$ cat src/hw/rtl/cached_cgrom_glyph_fetch_assert.svh
// ----------------------------------------------------------------------------
// cached_cgrom_glyph_fetch_assert
// assertion macros for the glyph fetch rtl
// ----------------------------------------------------------------------------
`ifndef CACHED_CGROM_GLYPH_FETCH_ASSERT_SVH
`define CACHED_CGROM_GLYPH_FETCH_ASSERT_SVH

// same-cycle implication
`define CCGF_ASSERT_NOW(lbl, clk, rst_n, ante, cons) \
	lbl: assert property (@(posedge clk) disable iff (!rst_n) (ante) |-> (cons)) \
		else $error("glyph fetch check failed");

// next-cycle implication
`define CCGF_ASSERT_NEXT(lbl, clk, rst_n, ante, cons) \
	lbl: assert property (@(posedge clk) disable iff (!rst_n) (ante) |=> (cons)) \
		else $error("glyph fetch check failed");

`endif

$ cat src/hw/rtl/ccgf_pkg.sv
// ----------------------------------------------------------------------------
// ccgf_pkg
// shared types and constants of the cached glyph fetch block
// ----------------------------------------------------------------------------
package ccgf_pkg;

	// input word kinds
	localparam logic [1:0] K_REQ    = 2'd0;
	localparam logic [1:0] K_STAT   = 2'd1;
	localparam logic [1:0] K_WIN    = 2'd2;
	localparam logic [1:0] K_UNUSED = 2'd3;

	// result operations
	localparam logic [1:0] OP_WRITE = 2'd0;
	localparam logic [1:0] OP_STAT  = 2'd1;
	localparam logic [1:0] OP_WIN   = 2'd2;
	localparam logic [1:0] OP_FONT  = 2'd3;

	// ports and values
	localparam logic [7:0] PORT_STAT  = 8'h60;
	localparam logic [7:0] PORT_MODE  = 8'h68;
	localparam logic [7:0] PORT_A1    = 8'ha1;
	localparam logic [7:0] PORT_A3    = 8'ha3;
	localparam logic [7:0] PORT_A5    = 8'ha5;
	localparam logic [7:0] MODE_ON    = 8'h0b;
	localparam logic [7:0] MODE_OFF   = 8'h0a;
	localparam logic [7:0] A5_SPECIAL = 8'h20;
	localparam logic [7:0] ROW_HALF   = 8'h20;
	localparam logic [7:0] SPEC_LO_A  = 8'h29;
	localparam logic [7:0] SPEC_HI_A  = 8'h2f;
	localparam logic [7:0] SPEC_LO_B  = 8'h76;
	localparam logic [7:0] SPEC_HI_B  = 8'h7f;
	localparam int         VSYNC_BIT  = 5;

	typedef enum logic [2:0] {
		SQ_STATUS,
		SQ_SETUP,
		SQ_READ,
		SQ_SWITCH,
		SQ_FINISH,
		SQ_HIT
	} seq_t;

	typedef struct packed {
		logic       cap_code;
		logic       clr_buf;
		logic       buf_wr;
		logic [4:0] buf_pos;
		logic       tag_rd;
		logic       glyph_rd;
		logic       emit;
		seq_t       seq;
		logic [5:0] cnt;
		logic       last;
		logic [5:0] fetch;
		logic       glyph_wr;
		logic       cache_fill;
	} cmd_t;

	typedef struct packed {
		logic in_special;
		logic in_vsync;
		logic cur_special;
		logic cur_half;
		logic tag_match;
		logic out_free;
	} stat_t;

	function automatic logic is_special(input logic [15:0] c);
		return (c[15:8] >= SPEC_LO_A && c[15:8] <= SPEC_HI_A) ||
			(c[15:8] >= SPEC_LO_B && c[15:8] <= SPEC_HI_B);
	endfunction

endpackage

$ cat src/hw/rtl/ccgf_ctrl.sv
// ----------------------------------------------------------------------------
// ccgf_ctrl
// sequencer: fetch phase, cache scan, result sequences
// ----------------------------------------------------------------------------
module ccgf_ctrl #(
	parameter int N  = 64,
	parameter int IW = 6
) (
	input  logic            clk,
	input  logic            arst_n,
	input  logic            in_valid,
	input  logic [1:0]      in_kind,
	output logic            in_ready,
	input  ccgf_pkg::stat_t st,
	output ccgf_pkg::cmd_t  cmd,
	output logic [IW-1:0]   lk_rd_idx,
	output logic [IW-1:0]   lk_cmp_idx,
	output logic [IW-1:0]   hit_slot
);
	import ccgf_pkg::*;

	typedef enum logic [2:0] {ST_IDLE, ST_LOOKUP, ST_HIT_RD, ST_HIT_OUT, ST_EMIT} state_t;
	typedef enum logic [2:0] {PH_IDLE, PH_WAIT_LOW, PH_WAIT_HIGH, PH_READ, PH_READ2} phase_t;

	state_t        state_q;
	phase_t        phase_q;
	seq_t          seq_q;
	logic [5:0]    cnt_q;
	logic [5:0]    fetch_q;
	logic [IW:0]   lk_idx_q;
	logic          lk_vld_s1;
	logic [IW-1:0] lk_idx_s1;
	logic [IW-1:0] hit_q;

	logic       acc;
	logic [5:0] fetch_nx;
	logic [5:0] total;
	logic [5:0] seq_len;

	assign in_ready   = (state_q == ST_IDLE);
	assign acc        = in_valid && in_ready;
	assign fetch_nx   = fetch_q + 6'd1;
	assign total      = (st.cur_special || st.cur_half) ? 6'd16 : 6'd32;
	assign lk_rd_idx  = lk_idx_q[IW-1:0];
	assign lk_cmp_idx = lk_idx_s1;
	assign hit_slot   = hit_q;

	always_comb begin
		case (seq_q)
			SQ_SETUP:  seq_len = 6'd5;
			SQ_SWITCH: seq_len = 6'd2;
			SQ_FINISH: seq_len = 6'd33;
			SQ_HIT:    seq_len = 6'd32;
			default:   seq_len = 6'd1;
		endcase
	end

	always_comb begin
		cmd          = '0;
		cmd.seq      = seq_q;
		cmd.cnt      = cnt_q;
		cmd.fetch    = fetch_q;
		cmd.last     = (cnt_q == seq_len - 6'd1);
		cmd.cap_code = acc && in_kind == K_REQ && phase_q == PH_IDLE;
		cmd.clr_buf  = (acc && in_kind == K_REQ && phase_q == PH_IDLE && st.in_special) ||
			(state_q == ST_LOOKUP && lk_vld_s1 && !st.tag_match &&
			lk_idx_s1 == IW'(N - 1));
		if (acc && in_kind == K_WIN && (phase_q == PH_READ || phase_q == PH_READ2)) begin
			cmd.buf_wr = 1'b1;
			if (st.cur_special)
				cmd.buf_pos = {fetch_q[3:0], phase_q == PH_READ2};
			else if (st.cur_half)
				cmd.buf_pos = {1'b0, fetch_q[3:0]};
			else
				cmd.buf_pos = fetch_q[4:0];
		end
		cmd.tag_rd   = (state_q == ST_LOOKUP) && (lk_idx_q < (IW+1)'(N));
		cmd.glyph_rd = (state_q == ST_HIT_RD);
		if ((state_q == ST_EMIT || state_q == ST_HIT_OUT) && st.out_free) begin
			cmd.emit = 1'b1;
			if (seq_q == SQ_FINISH && !st.cur_special) begin
				cmd.glyph_wr   = (cnt_q != 6'd0);
				cmd.cache_fill = (cnt_q == 6'd32);
			end
		end
	end

	always_ff @(posedge clk or negedge arst_n) begin
		if (!arst_n) begin
			state_q   <= ST_IDLE;
			phase_q   <= PH_IDLE;
			seq_q     <= SQ_STATUS;
			cnt_q     <= '0;
			fetch_q   <= '0;
			lk_idx_q  <= '0;
			lk_vld_s1 <= 1'b0;
			lk_idx_s1 <= '0;
			hit_q     <= '0;
		end else begin
			case (state_q)
				ST_IDLE: begin
					cnt_q <= '0;
					if (acc) begin
						case (in_kind)
							K_REQ: begin
								if (phase_q == PH_IDLE) begin
									if (st.in_special) begin
										phase_q <= PH_WAIT_LOW;
										seq_q   <= SQ_STATUS;
										state_q <= ST_EMIT;
									end else begin
										lk_idx_q  <= '0;
										lk_vld_s1 <= 1'b0;
										state_q   <= ST_LOOKUP;
									end
								end
							end
							K_STAT: begin
								if (phase_q == PH_WAIT_LOW) begin
									if (!st.in_vsync)
										phase_q <= PH_WAIT_HIGH;
									seq_q   <= SQ_STATUS;
									state_q <= ST_EMIT;
								end else if (phase_q == PH_WAIT_HIGH) begin
									if (!st.in_vsync) begin
										seq_q <= SQ_STATUS;
									end else begin
										seq_q   <= SQ_SETUP;
										fetch_q <= '0;
										phase_q <= PH_READ;
									end
									state_q <= ST_EMIT;
								end
							end
							K_WIN: begin
								if (phase_q == PH_READ || phase_q == PH_READ2) begin
									state_q <= ST_EMIT;
									if (fetch_nx < total) begin
										fetch_q <= fetch_nx;
										seq_q   <= SQ_READ;
									end else if (st.cur_special && phase_q == PH_READ) begin
										fetch_q <= '0;
										phase_q <= PH_READ2;
										seq_q   <= SQ_SWITCH;
									end else begin
										fetch_q <= '0;
										phase_q <= PH_IDLE;
										seq_q   <= SQ_FINISH;
									end
								end
							end
							default: ;
						endcase
					end
				end
				ST_LOOKUP: begin
					lk_vld_s1 <= cmd.tag_rd;
					lk_idx_s1 <= lk_idx_q[IW-1:0];
					if (cmd.tag_rd)
						lk_idx_q <= lk_idx_q + 1'b1;
					if (lk_vld_s1 && st.tag_match) begin
						hit_q   <= lk_idx_s1;
						seq_q   <= SQ_HIT;
						cnt_q   <= '0;
						state_q <= ST_HIT_RD;
					end else if (lk_vld_s1 && lk_idx_s1 == IW'(N - 1)) begin
						phase_q <= PH_WAIT_LOW;
						seq_q   <= SQ_STATUS;
						cnt_q   <= '0;
						state_q <= ST_EMIT;
					end
				end
				ST_HIT_RD: state_q <= ST_HIT_OUT;
				ST_HIT_OUT: begin
					if (cmd.emit) begin
						cnt_q   <= cnt_q + 6'd1;
						state_q <= cmd.last ? ST_IDLE : ST_HIT_RD;
					end
				end
				ST_EMIT: begin
					if (cmd.emit) begin
						cnt_q <= cnt_q + 6'd1;
						if (cmd.last)
							state_q <= ST_IDLE;
					end
				end
				default: state_q <= ST_IDLE;
			endcase
		end
	end
endmodule

$ cat config.mk
export PLATFORM = sky130hd
export DESIGN_NAME = ccgf_ctrl
export DESIGN_NICKNAME = d
export VERILOG_FILES = /design/src/hw/rtl/cached_cgrom_glyph_fetch_assert.svh /design/src/hw/rtl/ccgf_pkg.sv /design/src/hw/rtl/ccgf_ctrl.sv
export SDC_FILE = /design/constraint.sdc
export NUM_CORES = 1
export LEC_CHECK = 0
export BUFFER_PORTS_ARGS = -buffer_cell sky130_fd_sc_hd__buf_2
export CORE_UTILIZATION = 54
export CTS_CLUSTER_DIAMETER = 40
export DETAILED_ROUTE_END_ITERATION = 7
export PLACE_DENSITY_LB_ADDON = 0.05
export SYNTH_ARGS = -nofsm -noshare
export SYNTH_HDL_FRONTEND = slang
export SYNTH_SLANG_ARGS = --single-unit
export TNS_END_PERCENT = 50
$ cat constraint.sdc
create_clock -name clk -period 2.95 [get_ports clk]
set_input_delay 0 -clock clk [delete_from_list [all_inputs] [get_ports clk]]
set_output_delay 0 -clock clk [all_outputs]
set_load 0.05 [all_outputs]
==> flow_summary.toml, run 1 <==
[detailed_routing]
ant_nets = 0
routed_wl_um = 6050
drt_first_pass_iters = 4
wire_per_inst_um = 15.1
first_iter_violations = 132
drc_errors = 0
avgViaCountPerCell = 5.61
vias = 2242

[hold_path]
hp-start = "st[1]"
hold_class = "primary input to flop"
min_to = "state_q[1]"
whs_path_depth = 3

[final_layout]
diodes = 0
instances_no_fill = 400
layout-drive-gt1-share_pct = 27.6
final_cell_mix = "58 x buf_2, 41 x dfrtp_1, 19 x nor2_1, 19 x nand2_1, 17 x inv_1"
final_common_cell = "buf_2"
nFillCells = 403
area_delta_synth_final_pct = 16.2
fin_area_mm2 = 0.00307
fin_nets = 351

[clocking]
cts_buffer_depth = 2
postCtsHoldBufs = 2
worstSkewPairLatency_ns = 0.29
cts_resized = 0
htreeDepth = 2
cts_made_buffers = 5
cts_sinks = 41
cts_setup_buffers = 0
tritoncts = "done"
path_clk_slew_ns = 0.08
clockRootBuffer = "clkbuf_8"

[synth]
synth_xor_area_share_pct = 2.98
syn_area_mm2 = 0.00264
syn_nets = 299
yosysSeqAreaShare_pct = 38.8
syn_area_per_cell_um2 = 9.44
synth-simple-area-share_pct = 20.4
synth_top_family_by_area = "simple AND/OR/NAND/NOR gates"
yosys_warnings = 0
syn-instance-count = 280
ys_ff_latch = 41
synth_ff_type = "dfrtp_1"
async_reset_ff_share_pct = 100
synth_edf_count = 0
synth_cell_type_count = 63
synthMuxAreaShare_pct = 9.18
synth_adder_area_share_pct = 3.79
synth_compound_gate_area_share_pct = 18.9

[global_routing]
grt_pass1_vias = 1954
grt-ovfl-total = 0
antenna_found_initial = 0
grt_usage_pct = 24.8
grt_pass1_wl_um = 9920
grt_max_degree = 42

[place]
placed_cells = 390
buffer_ports.inserted = 58
placed_area_mm2 = 0.00294
hpwl_um = 4470
gp_congestion = 0.834
dp_slack_ns = 0.341

[critical_path]
cp_slowest_cell = "dfrtp_1"
crit_path_max_incr_delay_ns = 0.48
worstSetupStartpointType = "flop"
timing.rr.start = "fetch_q[2]"
end_kind = "flop"
path_max_fanout = 10
worstSetupPathType = "flop to flop"
r2r_setup_slack_ns = 0.32
crit_family = "simple AND/OR/NAND/NOR gates"
r2r_end = "phase_q[2]"
cp_data_arrival_time_ns = 2.81
path_cells = "and3_1, and3_1, xor2_1, ha_1, or2_2, a21o_1, o221ai_4, mux2_4"
timing.reg2reg.worst_path_depth = 8
crit_top_cell = "and3_1"
worstPathRequired_ns = 3.13
crit_buf_inv = 0

[power_and_ir_drop]
clockPowerShare_pct = 14.8
combPwrFrac_pct = 52.8
p_per_area_mw_per_mm2 = 1020
p_switching_uw = 1620
intPower_uw = 1530
p_seq_share_pct = 32.4
p_leak_uw = 0.00151
swShare_pct = 51.4
power_uw = 3150
irDropWorstVdd_uv = 679

[sta]
final.setup_skew_ns = 0.00537
finalWorstSetupSlack_ns = 0.323
maxSlewHeadroom_pct = 41.1
rsz0062_at_grt = "false"
finalCritPeriodShare_pct = 89.1
final_hold_viol_count = 0
worst_slew_pin_slew_ns = 0.884
period_needed_ns = 2.63
setup_viol = 0
final_max_slew_viol_count = 0
fmax_ghz = 0.381

[outcome]
outcome = "completed"

[floorplanning]
core_mm2 = 0.00472
die_w_um = 72.0
rows = 25
die_area_mm2 = 0.00518
die_h_um = 72.0
start_util_pct = 56.0
ios = 59

[job]
drv_cap = 0
## worst max-delay path by stage
| stage | start | end | slack, ns | cells after the start |
|---|---|---|---|---|
| after floorplan | state_q[2] | cmd[1] | -0.13 | 5 |
| after global placement | fetch_q[2] | phase_q[0] | 0.43 | 8 |
| after CTS | fetch_q[2] | phase_q[2] | 0.32 | 8 |
| after global routing | fetch_q[2] | phase_q[1] | 0.16 | 8 |
| after detailed placement | fetch_q[2] | phase_q[2] | 0.34 | 8 |
| final | fetch_q[2] | phase_q[2] | 0.32 | 8 |
## flip-flops by register name, indices dropped and copies added, names as in the netlist
| name | cells |
|---|---|
| state_q | 3 |
| lk_vld_s1 | 1 |
| cnt_q | 6 |
| lk_cmp_idx | 6 |
| seq_q | 3 |
| hit_slot | 6 |
| phase_q | 3 |
| fetch_q | 6 |
| lk_idx_q | 7 |
## cell families (layout without fill, tap and decap cells)
group	count (synthesis)	after routing
compound gates	69	69
xor+xnor	9	9
fa+ha+maj	8	8
buf+inv	33	86
flops	41	41
mux	21	21
simple gates	99	99
## worst reg2reg max path: cells and delay by family (launching register included)
family / cells / cell delay (ns)
compound gates: 2 / 0.49
xor+xnor: 1 / 0.21
fa+ha+maj: 1 / 0.26
flops: 1 / 0.48
mux: 1 / 0.33
simple gates: 3 / 0.75
## layer usage
layer,vias up,share of wire [%],track usage (%)
met2,52,46,36.8
met3,5,3.6,4.58
met5,-,0,0
li1,1124,-,-
met4,0,0.84,7.19
met1,1061,49,37.3
## final cells by class
cell class / instances / area [um2] / share of cell area (%)
clock inverter: 1 / 30.0 / 0.977
tap: 67 / 83.8 / 2.73
inverter: 17 / 63.8 / 2.08
timing repair buffer: 61 / 318 / 10.3
clock buffer: 7 / 86.3 / 2.81
multi-input combinational: 206 / 1470 / 47.7
sequential: 41 / 1030 / 33.4
## power by group through the flow
stage / clock network (uW) / registers [uW] / logic (uW)
after floorplan: 0 / 1290 / 1060
after global placement: 0 / 1020 / 1640
after detailed placement: 0 / 1020 / 1660
after CTS: 478 / 1020 / 1670
after global routing: 496 / 1060 / 1780
final: 466 / 1020 / 1660
## cells in the mapped netlist (2+ instances only)
cell type,number,area share [%]
buf_2,3,0.57
o32ai_1,2,0.66
nand2_1,19,2.7
and3_1,6,1.4
nor2b_1,2,0.47
nand4b_1,2,0.66
a21boi_0,3,0.85
xor2_1,6,2.0
mux2i_1,4,1.5
nand2b_1,5,1.2
nor3_1,9,1.7
nand4_1,6,1.4
o21ai_0,16,3.0
a21oi_1,12,2.3
ha_1,8,3.8
and2_1,4,0.95
o31ai_1,3,0.85
mux2_2,12,5.1
mux2_1,2,0.85
o2bb2ai_1,2,0.66
or3b_1,2,0.66
nand3b_1,3,0.85
buf_4,6,1.7
nor4_1,3,0.71
inv_1,17,2.4
a21o_1,2,0.57
mux2_4,3,1.7
dfrtp_1,41,39
xnor2_1,3,0.99
nand3_1,8,1.5
a211o_1,3,0.99
a31oi_1,5,1.2
clkbuf_1,5,0.71
a22o_1,2,0.66
nor3b_1,3,0.85
o22ai_1,3,0.71
nor2_1,19,2.7
## per-stage QoR
| step | utilization, % | setup TNS (ns) | hold slack (ns) |
|---|---|---|---|
| after detailed placement | 62.2 | 0 | 0.175 |
| after global routing | 65.1 | 0 | 0.124 |
| final | 65.1 | 0 | 0.108 |
| after global placement | 62.2 | 0 | 0.180 |
| after CTS | 65.1 | 0 | 0.0990 |
| after floorplan | - | -0.134 | -0.296 |
Note: power is estimated with default switching activity, not from simulation.
==> run 2: changes to the inputs <==
--- a/config.mk
+++ b/config.mk
@@ -7,6 +7,7 @@
 export LEC_CHECK = 0
 export BUFFER_PORTS_ARGS = -buffer_cell sky130_fd_sc_hd__buf_2
 export CORE_UTILIZATION = 54
+export CTS_BUF_LIST = sky130_fd_sc_hd__clkbuf_4 sky130_fd_sc_hd__clkbuf_8 sky130_fd_sc_hd__clkbuf_16
 export CTS_CLUSTER_DIAMETER = 40
 export DETAILED_ROUTE_END_ITERATION = 7
 export PLACE_DENSITY_LB_ADDON = 0.05
==> flow_summary.toml, run 2 (synthesis gave the netlist of run 1 again) <==
[global_routing]
antenna_found_initial = 0
grt_max_degree = 42
grt_pass1_vias = 1969
grt-ovfl-total = 0
grt_pass1_wl_um = 9880
grt_usage_pct = 24.5

[sta]
final_hold_viol_count = 0
worst_slew_pin_slew_ns = 0.890
rsz0062_at_grt = "false"
finalSetupTns_ns = 0
final_max_slew_viol_count = 0
setup_viol = 0
finalCritPeriodShare_pct = 88.8
fmax_ghz = 0.382
finalWorstSetupSlack_ns = 0.330
final.setup_skew_ns = 0.00359
maxSlewHeadroom_pct = 40.7
period_needed_ns = 2.62

[final_layout]
fin_nets = 351
multi_input_area_mm2 = 0.00147
largest-register = "lk_idx_q"
ff_latch_area_mm2 = 0.00103
final_cell_mix = "58 x buf_2, 41 x dfrtp_1, 19 x nor2_1, 19 x nand2_1, 17 x inv_1"
instances_no_fill = 400
final_common_cell = "buf_2"
utilization_pct = 65.1
nFillCells = 402
largest_reg_flops = 7
area_delta_synth_final_pct = 16.4
diodes = 0
layout-drive-gt1-share_pct = 27.9

[critical_path]
end_kind = "flop"
worstSetupStartpointType = "flop"
worstSetupPathType = "flop to flop"
worstPathRequired_ns = 3.13
path_max_fanout = 10
cp_data_arrival_time_ns = 2.80

[floorplanning]
ios = 59
die_h_um = 72.0
start_util_pct = 56.0
core_mm2 = 0.00472
rows = 25
die_w_um = 72.0
die_area_mm2 = 0.00518

[clocking]
cts_buffer_depth = 2
worstSkewPairLatency_ns = 0.29
cts_resized = 0
cts_sinks = 41
htreeDepth = 2
path_clk_slew_ns = 0.08
cts_made_buffers = 5
clockRootBuffer = "clkbuf_8"
tritoncts = "done"

[place]
hpwl_um = 4470
buffer_ports.inserted = 58
gp_congestion = 0.834
placed_cells = 390
dp_slack_ns = 0.341

[power_and_ir_drop]
power_uw = 3160
irDropWorstVdd_uv = 681
p_per_area_mw_per_mm2 = 1030
p_leak_uw = 0.00152

[outcome]
outcome = "completed"

[detailed_routing]
avgViaCountPerCell = 5.62
drt_first_pass_iters = 5
wire_per_inst_um = 15.1
drc_errors = 0
first_iter_violations = 137
ant_nets = 0
vias = 2248
routed_wl_um = 6050

[job]
drv_cap = 0

[hold_path]
hold_class = "primary input to flop"
[run 2: cell counts in the layout (fill, tap and decap cells not counted)]
Identical to the previous run, type by type.
[run 2: final timing paths]
check | depth (start not counted) | to | startpoint | slack (ns)
min in group asynchronous | 2 | cnt_q[4] | arst_n | 0.37
worst min register to register | 1 | hit_slot[1] | hit_slot[1] | 0.51
worst max-delay path | 8 | phase_q[2] | fetch_q[2] | 0.33
worst max register to register | 8 | phase_q[2] | fetch_q[2] | 0.33
worst min-delay path | 3 | state_q[1] | st[1] | 0.11
max in group asynchronous | 2 | fetch_q[4] | arst_n | 2.03
[run 2: layout make-up]
class	count	area share (%)
sequential	41	33.3
clock inverter	1	0.976
multi-input combinational	206	47.6
tap	67	2.72
inverter	17	2.07
timing repair buffer	61	10.3
clock buffer	7	2.93
[run 2: what timing repair did]
item                      CTS  global route
buffers inserted            0             0
hold buffers                2             0
hold endpoints to repair   42             0
[run 2: power by group]
group / internal (uW) / switching (uW)
sequential: 737 / 281
combinational: 518 / 1150
clock: 285 / 189
total: 1540 / 1620
[run 2: layer usage]
metal,vias to the layer above,routed length (um),GRT usage (%)
met5,-,0,0
met4,0,63,5.88
met3,8,254,4.86
met2,56,2760,36.5
met1,1062,2970,37.1
li1,1122,-,-
[run 2: critical path, stage by stage (launching register included)]
cell	delay [ns]
dfrtp_1	0.49
and3_1	0.24
and3_1	0.18
xor2_1	0.20
ha_1	0.26
or2_2	0.33
a21o_1	0.24
o221ai_4	0.25
mux2_4	0.33
[run 2: stage by stage]
step           instance area [um2]  hold WS, ns
6_report                      3080        0.109
4_1_cts                       3080       0.0990
3_5_place_dp                  2940        0.175
2_1_floorplan                 2650       -0.296
3_3_place_gp                  2940        0.180
5_1_grt                       3080        0.125
